[src/rtl/sa16_pkg.sv]
// sa16_pkg: types, command codes and sizes for the 16-bit stack ALU.
// Used by sa16_mdu, stack_alu_16bit_core and sa16_checker; depends on nothing.
`default_nettype none
package sa16_pkg;

  localparam int unsigned STACK_DEPTH = 64;
  localparam int unsigned ADDR_W      = $clog2(STACK_DEPTH);
  localparam int unsigned CNT_W       = $clog2(STACK_DEPTH + 1);

  localparam logic [4:0] CMD_PUSH = 5'd0;
  localparam logic [4:0] CMD_ADD  = 5'd1;
  localparam logic [4:0] CMD_MUL  = 5'd2;
  localparam logic [4:0] CMD_DIV  = 5'd3;
  localparam logic [4:0] CMD_SUB  = 5'd4;
  localparam logic [4:0] CMD_AND  = 5'd5;
  localparam logic [4:0] CMD_INV  = 5'd6;
  localparam logic [4:0] CMD_XOR  = 5'd7;
  localparam logic [4:0] CMD_OR   = 5'd8;
  localparam logic [4:0] CMD_GT   = 5'd9;
  localparam logic [4:0] CMD_LT   = 5'd10;
  localparam logic [4:0] CMD_GE   = 5'd11;
  localparam logic [4:0] CMD_LE   = 5'd12;
  localparam logic [4:0] CMD_SHR  = 5'd13;
  localparam logic [4:0] CMD_SHL  = 5'd14;
  localparam logic [4:0] CMD_EQ   = 5'd15;
  localparam logic [4:0] CMD_NE   = 5'd16;
  localparam logic [4:0] CMD_LOR  = 5'd17;
  localparam logic [4:0] CMD_LAND = 5'd18;
  localparam logic [4:0] CMD_LNOT = 5'd19;
  localparam logic [4:0] CMD_LXOR = 5'd20;
  localparam logic [4:0] CMD_DADD = 5'd21;
  localparam logic [4:0] CMD_DSUB = 5'd22;
  localparam logic [4:0] CMD_DMUL = 5'd23;
  localparam logic [4:0] CMD_DDIV = 5'd24;

  localparam logic [1:0] ST_OK    = 2'd0;
  localparam logic [1:0] ST_UNDER = 2'd1;
  localparam logic [1:0] ST_OVER  = 2'd2;
  localparam logic [1:0] ST_DIVZ  = 2'd3;

  typedef struct packed {
    logic [4:0]  cmd;
    logic [15:0] literal_value;
  } in_item_t;

  typedef struct packed {
    logic [15:0] top_value;
    logic [15:0] second_value;
    logic [6:0]  stack_depth;
    logic [1:0]  status;
  } out_item_t;

  typedef struct packed {
    logic start;
    logic is_div;
  } mdu_req_t;

endpackage
`default_nettype wire

[src/rtl/sa16_stack_ram.sv]
// sa16_stack_ram: single write port, single registered read port memory.
// Generic; no package dependency.
`default_nettype none
module sa16_stack_ram #(
  parameter int unsigned DEPTH = 64,
  parameter int unsigned WIDTH = 16,
  localparam int unsigned AW = $clog2(DEPTH)
) (
  input  wire logic             clk_i,
  input  wire logic             we_i,
  input  wire logic [AW-1:0]    waddr_i,
  input  wire logic [WIDTH-1:0] wdata_i,
  input  wire logic [AW-1:0]    raddr_i,
  output logic      [WIDTH-1:0] rdata_o
);

  logic [WIDTH-1:0] mem [DEPTH];
  logic [WIDTH-1:0] rdata_q;

  always_ff @(posedge clk_i) begin
    if (we_i) begin
      mem[waddr_i] <= wdata_i;
    end
    rdata_q <= mem[raddr_i];
  end

  assign rdata_o = rdata_q;

endmodule
`default_nettype wire

[src/rtl/sa16_mdu.sv]
// sa16_mdu: iterative 32x16 shift-add multiplier and 32/16 restoring divider.
// Depends on sa16_pkg for the request struct.
`default_nettype none
module sa16_mdu (
  input  wire logic              clk_i,
  input  wire logic              rst_ni,
  input  wire sa16_pkg::mdu_req_t req_i,
  input  wire logic [31:0]       a_i,
  input  wire logic [15:0]       b_i,
  output logic                   done_o,
  output logic [31:0]            res_o
);

  logic        busy_q;
  logic        done_q;
  logic        is_div_q;
  logic [4:0]  cnt_q;
  logic [31:0] acc_q;
  logic [31:0] a_q;
  logic [15:0] b_q;
  logic [15:0] rem_q;
  logic [16:0] shl_rem;
  logic        fits;

  assign shl_rem = {rem_q, a_q[31]};
  assign fits    = shl_rem >= {1'b0, b_q};

  always_ff @(posedge clk_i or negedge rst_ni) begin
    if (!rst_ni) begin
      busy_q <= 1'b0;
      done_q <= 1'b0;
    end else begin
      done_q <= 1'b0;
      if (req_i.start) begin
        busy_q   <= 1'b1;
        is_div_q <= req_i.is_div;
        cnt_q    <= req_i.is_div ? 5'd31 : 5'd15;
        acc_q    <= '0;
        a_q      <= a_i;
        b_q      <= b_i;
        rem_q    <= '0;
      end else if (busy_q) begin
        if (is_div_q) begin
          rem_q <= fits ? 16'(shl_rem - {1'b0, b_q}) : shl_rem[15:0];
          a_q   <= {a_q[30:0], fits};
        end else begin
          if (b_q[0]) begin
            acc_q <= acc_q + a_q;
          end
          a_q <= {a_q[30:0], 1'b0};
          b_q <= {1'b0, b_q[15:1]};
        end
        if (cnt_q == 5'd0) begin
          busy_q <= 1'b0;
          done_q <= 1'b1;
        end else begin
          cnt_q <= cnt_q - 5'd1;
        end
      end
    end
  end

  assign done_o = done_q;
  assign res_o  = is_div_q ? a_q : acc_q;

endmodule
`default_nettype wire

[src/rtl/stack_alu_16bit_core.sv]
// stack_alu_16bit_core: top level of the 16-bit data-stack ALU.
// Depends on sa16_pkg, sa16_stack_ram and sa16_mdu.
//
//  channel | dir | payload              | handshake
//  in      | in  | sa16_pkg::in_item_t  | in_valid_i / in_stall_o
//  out     | out | sa16_pkg::out_item_t | out_valid_o / out_stall_i
//
// One item at a time: an address and a data state per operand read, a
// compute state, one or two stack writes, address and data states to read
// back top and second, then an output state. Mul and div wait in S_MDU on
// the 32-step divider or the multiplier in the shared mul/div unit.
// Reset empties the stack; store contents are not cleared.
// in_stall_o is high from acceptance until the result is loaded to the
// output register; a stalled output holds the next result back.
`default_nettype none
module stack_alu_16bit_core (
  input  wire logic                clk_i,
  input  wire logic                rst_ni,
  input  wire logic                in_valid_i,
  output logic                     in_stall_o,
  input  wire sa16_pkg::in_item_t  in_data_i,
  output logic                     out_valid_o,
  input  wire logic                out_stall_i,
  output sa16_pkg::out_item_t      out_data_o
);

  typedef enum logic [3:0] {
    S_IDLE, S_RD_ADDR, S_RD_DATA, S_CALC, S_MDU, S_WR_HI, S_WR_LO,
    S_TOP_ADDR, S_TOP_DATA, S_SEC_ADDR, S_SEC_DATA, S_OUT
  } state_e;

  localparam int unsigned AW = sa16_pkg::ADDR_W;
  localparam int unsigned CW = sa16_pkg::CNT_W;

  function automatic logic [2:0] need_count(input logic [4:0] c);
    logic [2:0] n;
    case (c)
      sa16_pkg::CMD_PUSH: n = 3'd0;
      sa16_pkg::CMD_INV, sa16_pkg::CMD_SHR,
      sa16_pkg::CMD_SHL, sa16_pkg::CMD_LNOT: n = 3'd1;
      sa16_pkg::CMD_DADD, sa16_pkg::CMD_DSUB: n = 3'd4;
      sa16_pkg::CMD_DMUL, sa16_pkg::CMD_DDIV: n = 3'd3;
      default: n = (c <= sa16_pkg::CMD_LXOR) ? 3'd2 : 3'd0;
    endcase
    return n;
  endfunction

  state_e              state_q;
  logic [4:0]          cmd_q;
  logic [CW-1:0]       depth_q;
  logic [1:0]          status_q;
  logic [2:0]          need_q;
  logic [1:0]          rd_k_q;
  logic [15:0]         opnd_q [4];
  logic [31:0]         res_q;
  logic                two_q;
  logic [15:0]         top_q;
  logic [15:0]         sec_q;
  logic                out_valid_q;
  sa16_pkg::out_item_t out_q;

  logic [2:0]          in_need;
  logic [CW-1:0]       base;
  logic                we;
  logic [AW-1:0]       waddr;
  logic [15:0]         wdata;
  logic [AW-1:0]       raddr;
  logic [15:0]         rdata;
  sa16_pkg::mdu_req_t  mdu_req;
  logic [31:0]         mdu_a;
  logic                mdu_done;
  logic [31:0]         mdu_res;
  logic [15:0]         t_w;
  logic [15:0]         s_w;
  logic [15:0]         simple;
  logic                div_zero;

  assign in_need  = need_count(in_data_i.cmd);
  assign base     = depth_q - CW'(need_q);
  assign t_w      = opnd_q[0];
  assign s_w      = opnd_q[1];
  assign div_zero = (t_w == 16'd0);

  always_comb begin
    case (cmd_q)
      sa16_pkg::CMD_ADD:  simple = s_w + t_w;
      sa16_pkg::CMD_SUB:  simple = s_w - t_w;
      sa16_pkg::CMD_AND:  simple = s_w & t_w;
      sa16_pkg::CMD_INV:  simple = ~t_w;
      sa16_pkg::CMD_XOR:  simple = s_w ^ t_w;
      sa16_pkg::CMD_OR:   simple = s_w | t_w;
      sa16_pkg::CMD_GT:   simple = 16'($signed(s_w) > $signed(t_w));
      sa16_pkg::CMD_LT:   simple = 16'($signed(s_w) < $signed(t_w));
      sa16_pkg::CMD_GE:   simple = 16'($signed(s_w) >= $signed(t_w));
      sa16_pkg::CMD_LE:   simple = 16'($signed(s_w) <= $signed(t_w));
      sa16_pkg::CMD_SHR:  simple = {1'b0, t_w[15:1]};
      sa16_pkg::CMD_SHL:  simple = {t_w[14:0], 1'b0};
      sa16_pkg::CMD_EQ:   simple = 16'(s_w == t_w);
      sa16_pkg::CMD_NE:   simple = 16'(s_w != t_w);
      sa16_pkg::CMD_LOR:  simple = 16'((s_w != 16'd0) || (t_w != 16'd0));
      sa16_pkg::CMD_LAND: simple = 16'((s_w != 16'd0) && (t_w != 16'd0));
      sa16_pkg::CMD_LNOT: simple = 16'(t_w == 16'd0);
      sa16_pkg::CMD_LXOR: simple = 16'((s_w != 16'd0) != (t_w != 16'd0));
      default:            simple = 16'd0;
    endcase
  end

  always_comb begin
    mdu_req.is_div = (cmd_q == sa16_pkg::CMD_DIV) || (cmd_q == sa16_pkg::CMD_DDIV);
    mdu_req.start  = 1'b0;
    if (state_q == S_CALC) begin
      case (cmd_q)
        sa16_pkg::CMD_MUL, sa16_pkg::CMD_DMUL: mdu_req.start = 1'b1;
        sa16_pkg::CMD_DIV, sa16_pkg::CMD_DDIV: mdu_req.start = !div_zero;
        default:                               mdu_req.start = 1'b0;
      endcase
    end
    mdu_a = (cmd_q == sa16_pkg::CMD_DMUL || cmd_q == sa16_pkg::CMD_DDIV)
            ? {opnd_q[2], opnd_q[1]} : {16'd0, opnd_q[1]};
  end

  always_comb begin
    we    = (state_q == S_WR_HI) || (state_q == S_WR_LO);
    waddr = (state_q == S_WR_HI) ? AW'(base) : AW'(base + CW'(two_q));
    wdata = (state_q == S_WR_HI) ? res_q[31:16] : res_q[15:0];
    case (state_q)
      S_RD_ADDR:  raddr = AW'(depth_q - CW'(rd_k_q) - CW'(1));
      S_TOP_ADDR: raddr = AW'(depth_q - CW'(1));
      S_SEC_ADDR: raddr = AW'(depth_q - CW'(2));
      default:    raddr = '0;
    endcase
  end

  sa16_stack_ram #(
    .DEPTH (sa16_pkg::STACK_DEPTH),
    .WIDTH (16)
  ) u_ram (
    .clk_i   (clk_i),
    .we_i    (we),
    .waddr_i (waddr),
    .wdata_i (wdata),
    .raddr_i (raddr),
    .rdata_o (rdata)
  );

  sa16_mdu u_mdu (
    .clk_i  (clk_i),
    .rst_ni (rst_ni),
    .req_i  (mdu_req),
    .a_i    (mdu_a),
    .b_i    (opnd_q[0]),
    .done_o (mdu_done),
    .res_o  (mdu_res)
  );

  always_ff @(posedge clk_i or negedge rst_ni) begin
    if (!rst_ni) begin
      state_q     <= S_IDLE;
      depth_q     <= '0;
      out_valid_q <= 1'b0;
    end else begin
      if (out_valid_q && !out_stall_i && (state_q != S_OUT)) begin
        out_valid_q <= 1'b0;
      end
      case (state_q)
        S_IDLE: begin
          if (in_valid_i) begin
            cmd_q    <= in_data_i.cmd;
            need_q   <= in_need;
            rd_k_q   <= 2'd0;
            status_q <= sa16_pkg::ST_OK;
            res_q    <= {16'd0, in_data_i.literal_value};
            two_q    <= 1'b0;
            if (in_data_i.cmd > sa16_pkg::CMD_DDIV) begin
              state_q <= S_TOP_ADDR;
            end else if (in_data_i.cmd == sa16_pkg::CMD_PUSH) begin
              if (depth_q == CW'(sa16_pkg::STACK_DEPTH)) begin
                status_q <= sa16_pkg::ST_OVER;
                state_q  <= S_TOP_ADDR;
              end else begin
                state_q <= S_WR_LO;
              end
            end else if (depth_q < CW'(in_need)) begin
              status_q <= sa16_pkg::ST_UNDER;
              state_q  <= S_TOP_ADDR;
            end else begin
              state_q <= S_RD_ADDR;
            end
          end
        end
        S_RD_ADDR: state_q <= S_RD_DATA;
        S_RD_DATA: begin
          opnd_q[rd_k_q] <= rdata;
          if ({1'b0, rd_k_q} + 3'd1 == need_q) begin
            state_q <= S_CALC;
          end else begin
            rd_k_q  <= rd_k_q + 2'd1;
            state_q <= S_RD_ADDR;
          end
        end
        S_CALC: begin
          two_q <= (cmd_q >= sa16_pkg::CMD_DADD);
          case (cmd_q)
            sa16_pkg::CMD_MUL, sa16_pkg::CMD_DMUL: state_q <= S_MDU;
            sa16_pkg::CMD_DIV, sa16_pkg::CMD_DDIV: begin
              if (div_zero) begin
                status_q <= sa16_pkg::ST_DIVZ;
                state_q  <= S_TOP_ADDR;
              end else begin
                state_q <= S_MDU;
              end
            end
            sa16_pkg::CMD_DADD: begin
              res_q   <= {opnd_q[3], opnd_q[2]} + {opnd_q[1], opnd_q[0]};
              state_q <= S_WR_HI;
            end
            sa16_pkg::CMD_DSUB: begin
              res_q   <= {opnd_q[3], opnd_q[2]} - {opnd_q[1], opnd_q[0]};
              state_q <= S_WR_HI;
            end
            default: begin
              res_q   <= {16'd0, simple};
              state_q <= S_WR_LO;
            end
          endcase
        end
        S_MDU: begin
          if (mdu_done) begin
            res_q   <= mdu_res;
            state_q <= two_q ? S_WR_HI : S_WR_LO;
          end
        end
        S_WR_HI: state_q <= S_WR_LO;
        S_WR_LO: begin
          depth_q <= base + CW'(two_q) + CW'(1);
          state_q <= S_TOP_ADDR;
        end
        S_TOP_ADDR: state_q <= S_TOP_DATA;
        S_TOP_DATA: begin
          top_q   <= (depth_q >= CW'(1)) ? rdata : 16'd0;
          state_q <= S_SEC_ADDR;
        end
        S_SEC_ADDR: state_q <= S_SEC_DATA;
        S_SEC_DATA: begin
          sec_q   <= (depth_q >= CW'(2)) ? rdata : 16'd0;
          state_q <= S_OUT;
        end
        S_OUT: begin
          if (!out_valid_q || !out_stall_i) begin
            out_q.top_value    <= top_q;
            out_q.second_value <= sec_q;
            out_q.stack_depth  <= 7'(depth_q);
            out_q.status       <= status_q;
            out_valid_q        <= 1'b1;
            state_q            <= S_IDLE;
          end
        end
        default: state_q <= S_IDLE;
      endcase
    end
  end

  assign in_stall_o  = (state_q != S_IDLE);
  assign out_valid_o = out_valid_q;
  assign out_data_o  = out_q;

endmodule
`default_nettype wire

[config.mk]
export PLATFORM = sky130hd
export DESIGN_NAME = stack_alu_16bit_core
export DESIGN_NICKNAME = d
export VERILOG_FILES = /design/src/rtl/sa16_pkg.sv /design/src/rtl/sa16_stack_ram.sv /design/src/rtl/sa16_mdu.sv /design/src/rtl/stack_alu_16bit_core.sv
export SDC_FILE = /design/constraint.sdc
export NUM_CORES = 2
export LEC_CHECK = 0
export ABC_AREA = 1
export BUFFER_PORTS_ARGS = -buffer_cell sky130_fd_sc_hd__buf_2
export CORE_MARGIN = 8
export CORE_UTILIZATION = 55
export CTS_BUF_LIST = sky130_fd_sc_hd__clkbuf_8
export CTS_CLUSTER_SIZE = 16
export DETAILED_ROUTE_END_ITERATION = 8
export PLACE_DENSITY = 0.71
export SLEW_MARGIN = 20
export SYNTH_ARGS = -nofsm -noshare
export SYNTH_HDL_FRONTEND = slang
export SYNTH_HIERARCHICAL = 1
export SYNTH_SLANG_ARGS = --single-unit
[constraint.sdc]
create_clock -name clk_i -period 19.59 [get_ports clk_i]
set_clock_uncertainty 0.1 [all_clocks]
set_input_delay 1.959 -clock clk_i [delete_from_list [all_inputs] [get_ports clk_i]]
set_output_delay 1.959 -clock clk_i [all_outputs]
set_load 0.05 [all_outputs]
## Word-level counts from Yosys, hierarchy flattened

Memories as Yosys holds them, arrays and structs flattened. A register that Yosys moved wholly into a read port is not among the register bits.
Index checks and enable logic that the tools add are counted.
W data, S select, Z words.

- Bits in registers: 234
- Latch bits: 0
- Memory bits (writable): 1,088
- Bits in read-only memories: 0
- Bits of input ports: 25
- Output and inout port bits: 43
- Word-level logic and storage cells: 225
- Memories kept: 2

- Add/sub/neg operators: 16
- Multiply operators: 0
- Div/mod/pow operators: 0
- Order comparisons: 11
- Eq/ne operators: 58
- Shift operators: 0
- Muxes and demuxes: 68
- Bitwise logic cells: 4
- Reductions and logical operators: 43

Memory list:

| name | depth | width | rd ports | clocked after memory_dff | wr ports | line | text |
|---|---|---|---|---|---|---|---|
| u_ram.mem | 64 | 16 | 1 | 1 | 1 | sa16_stack_ram.sv:17 | `logic [WIDTH-1:0] mem [DEPTH];` |
| opnd_q | 4 | 16 | 4 | 0 | 1 | stack_alu_16bit_core.sv:54 | `logic [15:0] opnd_q [4];` |

Operator list:

| cell | count |
|---|---|
| $mux W32 | 9 |
| $pmux W16 S18 | 1 |
| $pmux W32 S3 | 2 |
| $mux W16 | 7 |
| $eq A5 B5 Y1 const B | 14 |
| $add A32 B32 Y32 | 2 |
| $eq A5 B4 Y1 const B | 10 |
| $pmux W4 S12 | 1 |
| $reduce_bool A16 Y1 | 2 |
| $sub A16 B16 Y16 | 2 |
| $sub A32 B32 Y32 | 1 |
| $eq A5 B3 Y1 const B | 5 |
| $mux W2 | 12 |
| $mux W4 | 5 |
| $mux W5 | 4 |
| $mux W1 | 18 |
| $pmux W6 S3 | 1 |
| $reduce_and A3 Y1 | 6 |
| $ge A17 B16 Y1 | 1 |
| $add A16 B16 Y16 | 1 |
| $and A16 B16 Y16 | 1 |
| $eq A16 B16 Y1 | 1 |
| $eq A4 B3 Y1 const B | 4 |
| $eq A4 B4 Y1 const B | 4 |
| 53 further kinds | 86 |

## Logic depth before layout (Yosys ltp)

- Depth after elaboration: 9
- Mapped depth: 23
- Gate-level depth less buffers: 23

## By module

The synthesis kept the hierarchy.

Modules (own cells, without submodules):

| module | times used | cells each | area each (um^2) | seq. area each (um^2) |
|---|---|---|---|---|
| sa16_stack_ram | 1 | 3,517 | 42,099.1 | 31,069.8 |
| stack_alu_16bit_core | 1 | 1,970 | 14,740.4 | 5,765.5 |
| sa16_mdu | 1 | 1,184 | 8,266.7 | 3,113.0 |

## Worst setup path before layout

Ideal clock, no wire load.

- Kind: in2reg
- Start: in in_valid_i
- End: reg res_q[0] (enable)
- Library setup time: 0.594 ns
- Data arrival time: 7.199 ns
- Data required time: 18.896 ns
- Path slack: 11.697 ns
- Stages: 3
- Path buffers: 0
- Path through: or2_2 > nand2_1 > a2111oi_0

- Longest elaborated chain between the ends: 2

RTL lines:

| element | line | text |
|---|---|---|
| start, declared | stack_alu_16bit_core.sv:19 | `input wire logic in_valid_i,` |
| $ne A2 B2 Y1 (no source line) | n/a |  |
| $reduce_and A5 Y1 (no source line) | n/a |  |
| end signal, assigned | stack_alu_16bit_core.sv:172 | `res_q <= {16'd0, in_data_i.literal_value};` |
| end signal, assigned | stack_alu_16bit_core.sv:214 | `res_q <= {opnd_q[3], opnd_q[2]} + {opnd_q[1], opnd_q[0]};` |
| end signal, assigned | stack_alu_16bit_core.sv:218 | `res_q <= {opnd_q[3], opnd_q[2]} - {opnd_q[1], opnd_q[0]};` |
| end, declared | stack_alu_16bit_core.sv:55 | `logic [31:0] res_q;` |

Every way passes these cells.
A chain may end at the register's enable or synchronous reset.

## Worst setup path in the final report

- Start: reg state_q[3]
- End: reg u_ram.rdata_q[12] (netlist: u_ram/rdata_o[12]), read port of u_ram.mem

- Longest elaborated chain between the ends: 2
- Elaborated cells on any way between the ends: 4
- Those cells by class: eq/ne (3); mux (1)

RTL lines:

| element | line | text |
|---|---|---|
| start, declared | stack_alu_16bit_core.sv:48 | `state_e state_q;` |
| start signal, assigned | stack_alu_16bit_core.sv:230 | `state_q <= two_q ? S_WR_HI : S_WR_LO;` |
| $eq A4 B4 Y1, or another cell as far along | stack_alu_16bit_core.sv:126 | `case (state_q)` |
| $pmux W6 S3 (*) | stack_alu_16bit_core.sv:126 |  |
| net raddr[0] | stack_alu_16bit_core.sv:67 | `logic [AW-1:0] raddr;` |
| end, declared | sa16_stack_ram.sv:18 | `logic [WIDTH-1:0] rdata_q;` |

Mark *: on every way through the listed nets, which the timed path passes. The rest lies on a longest branch.

==> metrics.log <==
[metrics] Worst EP required: 20350 ps
[metrics] post-layout min period: 6210 ps
[metrics] Synth Net Count: 6853
[metrics] GRT Overall Usage: 0.288
[metrics] area taken by flip-flops and latches: 39900 um^2
[metrics] cell with the most instances after synthesis: sky130_fd_sc_hd__nand2_1
[metrics] worst relative slew slack: 0.0738
[metrics] maximum number of pins on one net before global-route repair: 268
[metrics] highest net fanout along the worst path: 97
[metrics] total DRC errors in the routed layout: 0
[metrics] source of the worst register-to-register timing path: state_q[3]$_DFFE_PN0P_
[metrics] global-route met1 utilization: 0.375
[metrics] Worst Hold Path Cells: 0
[metrics] number of top-level pins: 68
[metrics] classification of the worst setup path: reg -> reg
[metrics] aggregate negative setup slack: 0 ps
[metrics] later-pin clock latency in the skew report: 940 ps
[metrics] Site Rows: 126
[metrics] Syn Std Cell Area: 65100 um^2
[metrics] final hold vios: 0
[metrics] critical register-to-register path endpoint: u_ram/rdata_o[12]$_DFF_P_
[metrics] number of DRC markers after the initial detailed-route iteration: 5300
[metrics] leftover overflow at the end of global routing: 0
[metrics] Static Leakage: 0.0284 uW
[metrics] post-cts sizing count: 0
[metrics] Async SR Flop Fraction: 0.0105
[metrics] average instance area after synthesis: 9.76 um^2
[metrics] number of standard cells after synthesis: 6671
[metrics] Initial Utilization: 0.553
[metrics] number of buffers created by CTS: 213
[metrics] post-CTS setup-driven buffer insertion count: 0
[metrics] fin nets: 6967
[metrics] R2R depth: 18
[metrics] arrival time at the worst endpoint: 6980 ps
[metrics] Std-Cell Core Area: 118000 um^2
[metrics] first-pass iteration count of the detailed router: 6
[metrics] Avg WL per Cell: 22.5 um
[metrics] worst-case vdd ir drop: 0.108 mV
[metrics] number of enable-type register cells in the synthesized netlist: 1308
[metrics] ys flop type: sky130_fd_sc_hd__edfxtp_1
[metrics] timing-limited maximum frequency: 0.161 GHz
[metrics] antenna violation net count after detailed routing: 0
[metrics] total number of vias: 49300
[metrics] cell type with the largest total area after synthesis: sky130_fd_sc_hd__edfxtp_1
[metrics] fraction of layout instances using a drive strength above 1: 0.0832
[metrics] H-tree Lvls: 4
[metrics] Clock transition at path regs: 60 ps
[metrics] TritonCTS clock tree: yes
[metrics] type of element capturing the critical path: flop
[metrics] sequential area share after synthesis: 0.614
[metrics] setup repair after global routing missed its margin: no
[metrics] chip width: 360 um
[metrics] layout overhead on the synthesized area: 8.81%
[metrics] number of I/O port buffers: 67
[metrics] layer carrying the most global-route usage: met2
[metrics] met3 Usage GRT: 0.0499
[metrics] top cells by area, synth: sky130_fd_sc_hd__edfxtp_1, sky130_fd_sc_hd__nand2_1, sky130_fd_sc_hd__nand3_1, sky130_fd_sc_hd__ha_1, sky130_fd_sc_hd__inv_1
[metrics] clk root buf: sky130_fd_sc_hd__clkbuf_8
[metrics] met2 Usage GRT: 0.464
[metrics] Synthesis Warnings: 6
[metrics] hpwl dp: 122000 um
[metrics] worst hold path class: reg -> reg
[metrics] crit path launch type: flop
[metrics] die footprint: 130000 um^2
[metrics] number of global-route vias before repair: 46900
[metrics] endpoints failing setup: 0
[metrics] global-route wire length before repair: 287000 um
[metrics] core occupancy in the finished layout: 0.602
[metrics] share of Yosys cell area claimed by the top area cell type: 0.603
[metrics] global placement routability congestion: 0.993
[metrics] clock sinks: 1338
[metrics] synth unique cells: 63
[metrics] die boundary height: 360 um
[metrics] Register-to-Register Setup Slack: 13380 ps
[metrics] post-synthesis register bit count: 1338
[metrics] hold_buf cts: 0
[metrics] final worst-path cycle share: 0.317
[metrics] detailed-route wire length: 191000 um
[metrics] slew at the pin closest to its max-slew limit: 1390 ps
[metrics] filler cell count: 9851
[metrics] Synth top cells by count: sky130_fd_sc_hd__nand2_1, sky130_fd_sc_hd__edfxtp_1, sky130_fd_sc_hd__nand3_1
[metrics] Pwr Density: 139 nW/um^2
[metrics] status: completed
[metrics] pins over their slew limit: 0
[metrics] number of antenna violations at the first check in global routing: 5
[metrics] Max Cap Viol: 0
[metrics] beginning of the worst hold path: sec_q[2]$_SDFFCE_PN0P_
[metrics] vias per cell: 5.80
[metrics] Hold Path End: out_data_o[11]$_DFFE_PP_
[metrics] area occupied by multi-input gates: 21800 um^2
[metrics] worst-case clock buffer depth: 3
## cell families after synthesis
| family | after synthesis | share of synthesized area |
|---|---|---|
| AOI/OAI and AO/OA | 460 | 0.0399 |
| xor gates and xnor gates | 64 | 0.00872 |
| adders and majority gates | 157 | 0.0310 |
| buffers and inverters | 747 | 0.0536 |
| DFF | 1338 | 0.614 |
| and+or+nand+nor | 3905 | 0.253 |
## flip-flops by register name, indices dropped and copies added (netlist names), 2 cells and up
name / flops
u_mdu/cnt_q: 5
status_q: 2
depth_q: 7
u_mdu/a_q: 32
opnd_q: 64
sec_q: 16
res_q: 32
u_ram/rdata_o: 16
u_mdu/acc_q: 32
rd_k_q: 2
cmd_q: 5
u_mdu/b_q: 16
need_q: 3
u_ram/mem: 1024
state_q: 4
out_data_o: 41
u_mdu/rem_q: 16
top_q: 16
## cells in the final DEF (no fill, tap or decap), types with 26 or more instances in the layout
| master | synthesis | routed |
|---|---|---|
| sky130_fd_sc_hd__nand3_1 | 1093 | 1093 |
| sky130_fd_sc_hd__clkinv_2 | 0 | 26 |
| sky130_fd_sc_hd__nor2_1 | 353 | 349 |
| sky130_fd_sc_hd__nand4_1 | 39 | 39 |
| sky130_fd_sc_hd__buf_2 | 136 | 66 |
| sky130_fd_sc_hd__o22ai_1 | 36 | 36 |
| sky130_fd_sc_hd__ha_1 | 150 | 150 |
| sky130_fd_sc_hd__clkinv_1 | 3 | 58 |
| sky130_fd_sc_hd__a21oi_1 | 185 | 185 |
| sky130_fd_sc_hd__edfxtp_1 | 1308 | 1308 |
| sky130_fd_sc_hd__xor2_1 | 52 | 52 |
| sky130_fd_sc_hd__nor3_1 | 41 | 39 |
| sky130_fd_sc_hd__nand2_2 | 10 | 26 |
| sky130_fd_sc_hd__clkbuf_8 | 0 | 216 |
| sky130_fd_sc_hd__buf_4 | 26 | 129 |
| sky130_fd_sc_hd__nand2_1 | 2293 | 2277 |
| sky130_fd_sc_hd__o21ai_0 | 149 | 149 |
| sky130_fd_sc_hd__inv_1 | 429 | 487 |
## critical path, cell delays in order, from the launching register on
cell                       delay (ps)
sky130_fd_sc_hd__dfrtp_1          400
sky130_fd_sc_hd__inv_1             90
sky130_fd_sc_hd__nand2_1          130
sky130_fd_sc_hd__nor2_1           300
sky130_fd_sc_hd__inv_1            240
sky130_fd_sc_hd__o211ai_1         270
sky130_fd_sc_hd__buf_4            500
sky130_fd_sc_hd__buf_4            610
sky130_fd_sc_hd__buf_4            610
sky130_fd_sc_hd__buf_4            930
sky130_fd_sc_hd__buf_4            810
sky130_fd_sc_hd__nand2_1          130
sky130_fd_sc_hd__nand3_1          130
sky130_fd_sc_hd__nand3_1          100
sky130_fd_sc_hd__nand2_1          150
sky130_fd_sc_hd__nand2_1           60
sky130_fd_sc_hd__nand3_1          100
sky130_fd_sc_hd__nand3_1          130
sky130_fd_sc_hd__nand2_1          140
## routing by layer
metal / wire length (um) / part of all wire / vias to the layer above
met2: 89200 / 0.47 / 2387
met4: 10700 / 0.056 / 2
met5: 12 / 0.000063 / -
li1: - / - / 23000
met1: 75000 / 0.39 / 23400
met3: 16400 / 0.086 / 445
## cell type report
cell class | count | area share
sequential | 1338 | 0.564
multi-input combinational | 4586 | 0.308
clock buffer | 216 | 0.0420
tap | 1536 | 0.0271
inverter | 449 | 0.0242
timing repair buffer | 197 | 0.0190
clock inverter | 169 | 0.0154
antenna | 3 | 0.000106
## power by group
group / internal [uW] / leakage [uW] / switching (uW)
clock network: 1180 / 0.00229 / 1120
registers: 3750 / 0.0122 / 181
logic: 904 / 0.0139 / 2730
## how the worst max path moves through the flow
stage | cells past startpoint | to | slack [ps] | startpoint
CTS | 18 | u_ram/rdata_o[12]$_DFF_P_ | 13540 | state_q[3]$_DFFE_PN0P_
global route | 17 | u_ram/rdata_o[12]$_DFF_P_ | 12960 | state_q[1]$_DFFE_PN0P_
floorplan | 3 | res_q[0]$_DFFE_PP_ | 11700 | in_valid_i
detailed placement | 18 | u_ram/rdata_o[12]$_DFF_P_ | 13560 | state_q[3]$_DFFE_PN0P_
global placement | 18 | u_ram/rdata_o[12]$_DFF_P_ | 13730 | state_q[3]$_DFFE_PN0P_
finish | 18 | u_ram/rdata_o[12]$_DFF_P_ | 13380 | state_q[3]$_DFFE_PN0P_
## per-stage QoR
step	area [um^2]	power [uW]	hold slack (ps)	instances	setup WS [ps]
4_1_cts	70800	9840	319	8490	13540
3_5_place_dp	66700	7540	305	8105	13560
2_1_floorplan	65100	6330	300	6671	11700
6_report	70800	9870	319	8494	13380
3_3_place_gp	66700	7480	300	8105	13730
5_1_grt	70800	10400	322	8492	12960
(Power assumes the default switching activity.)
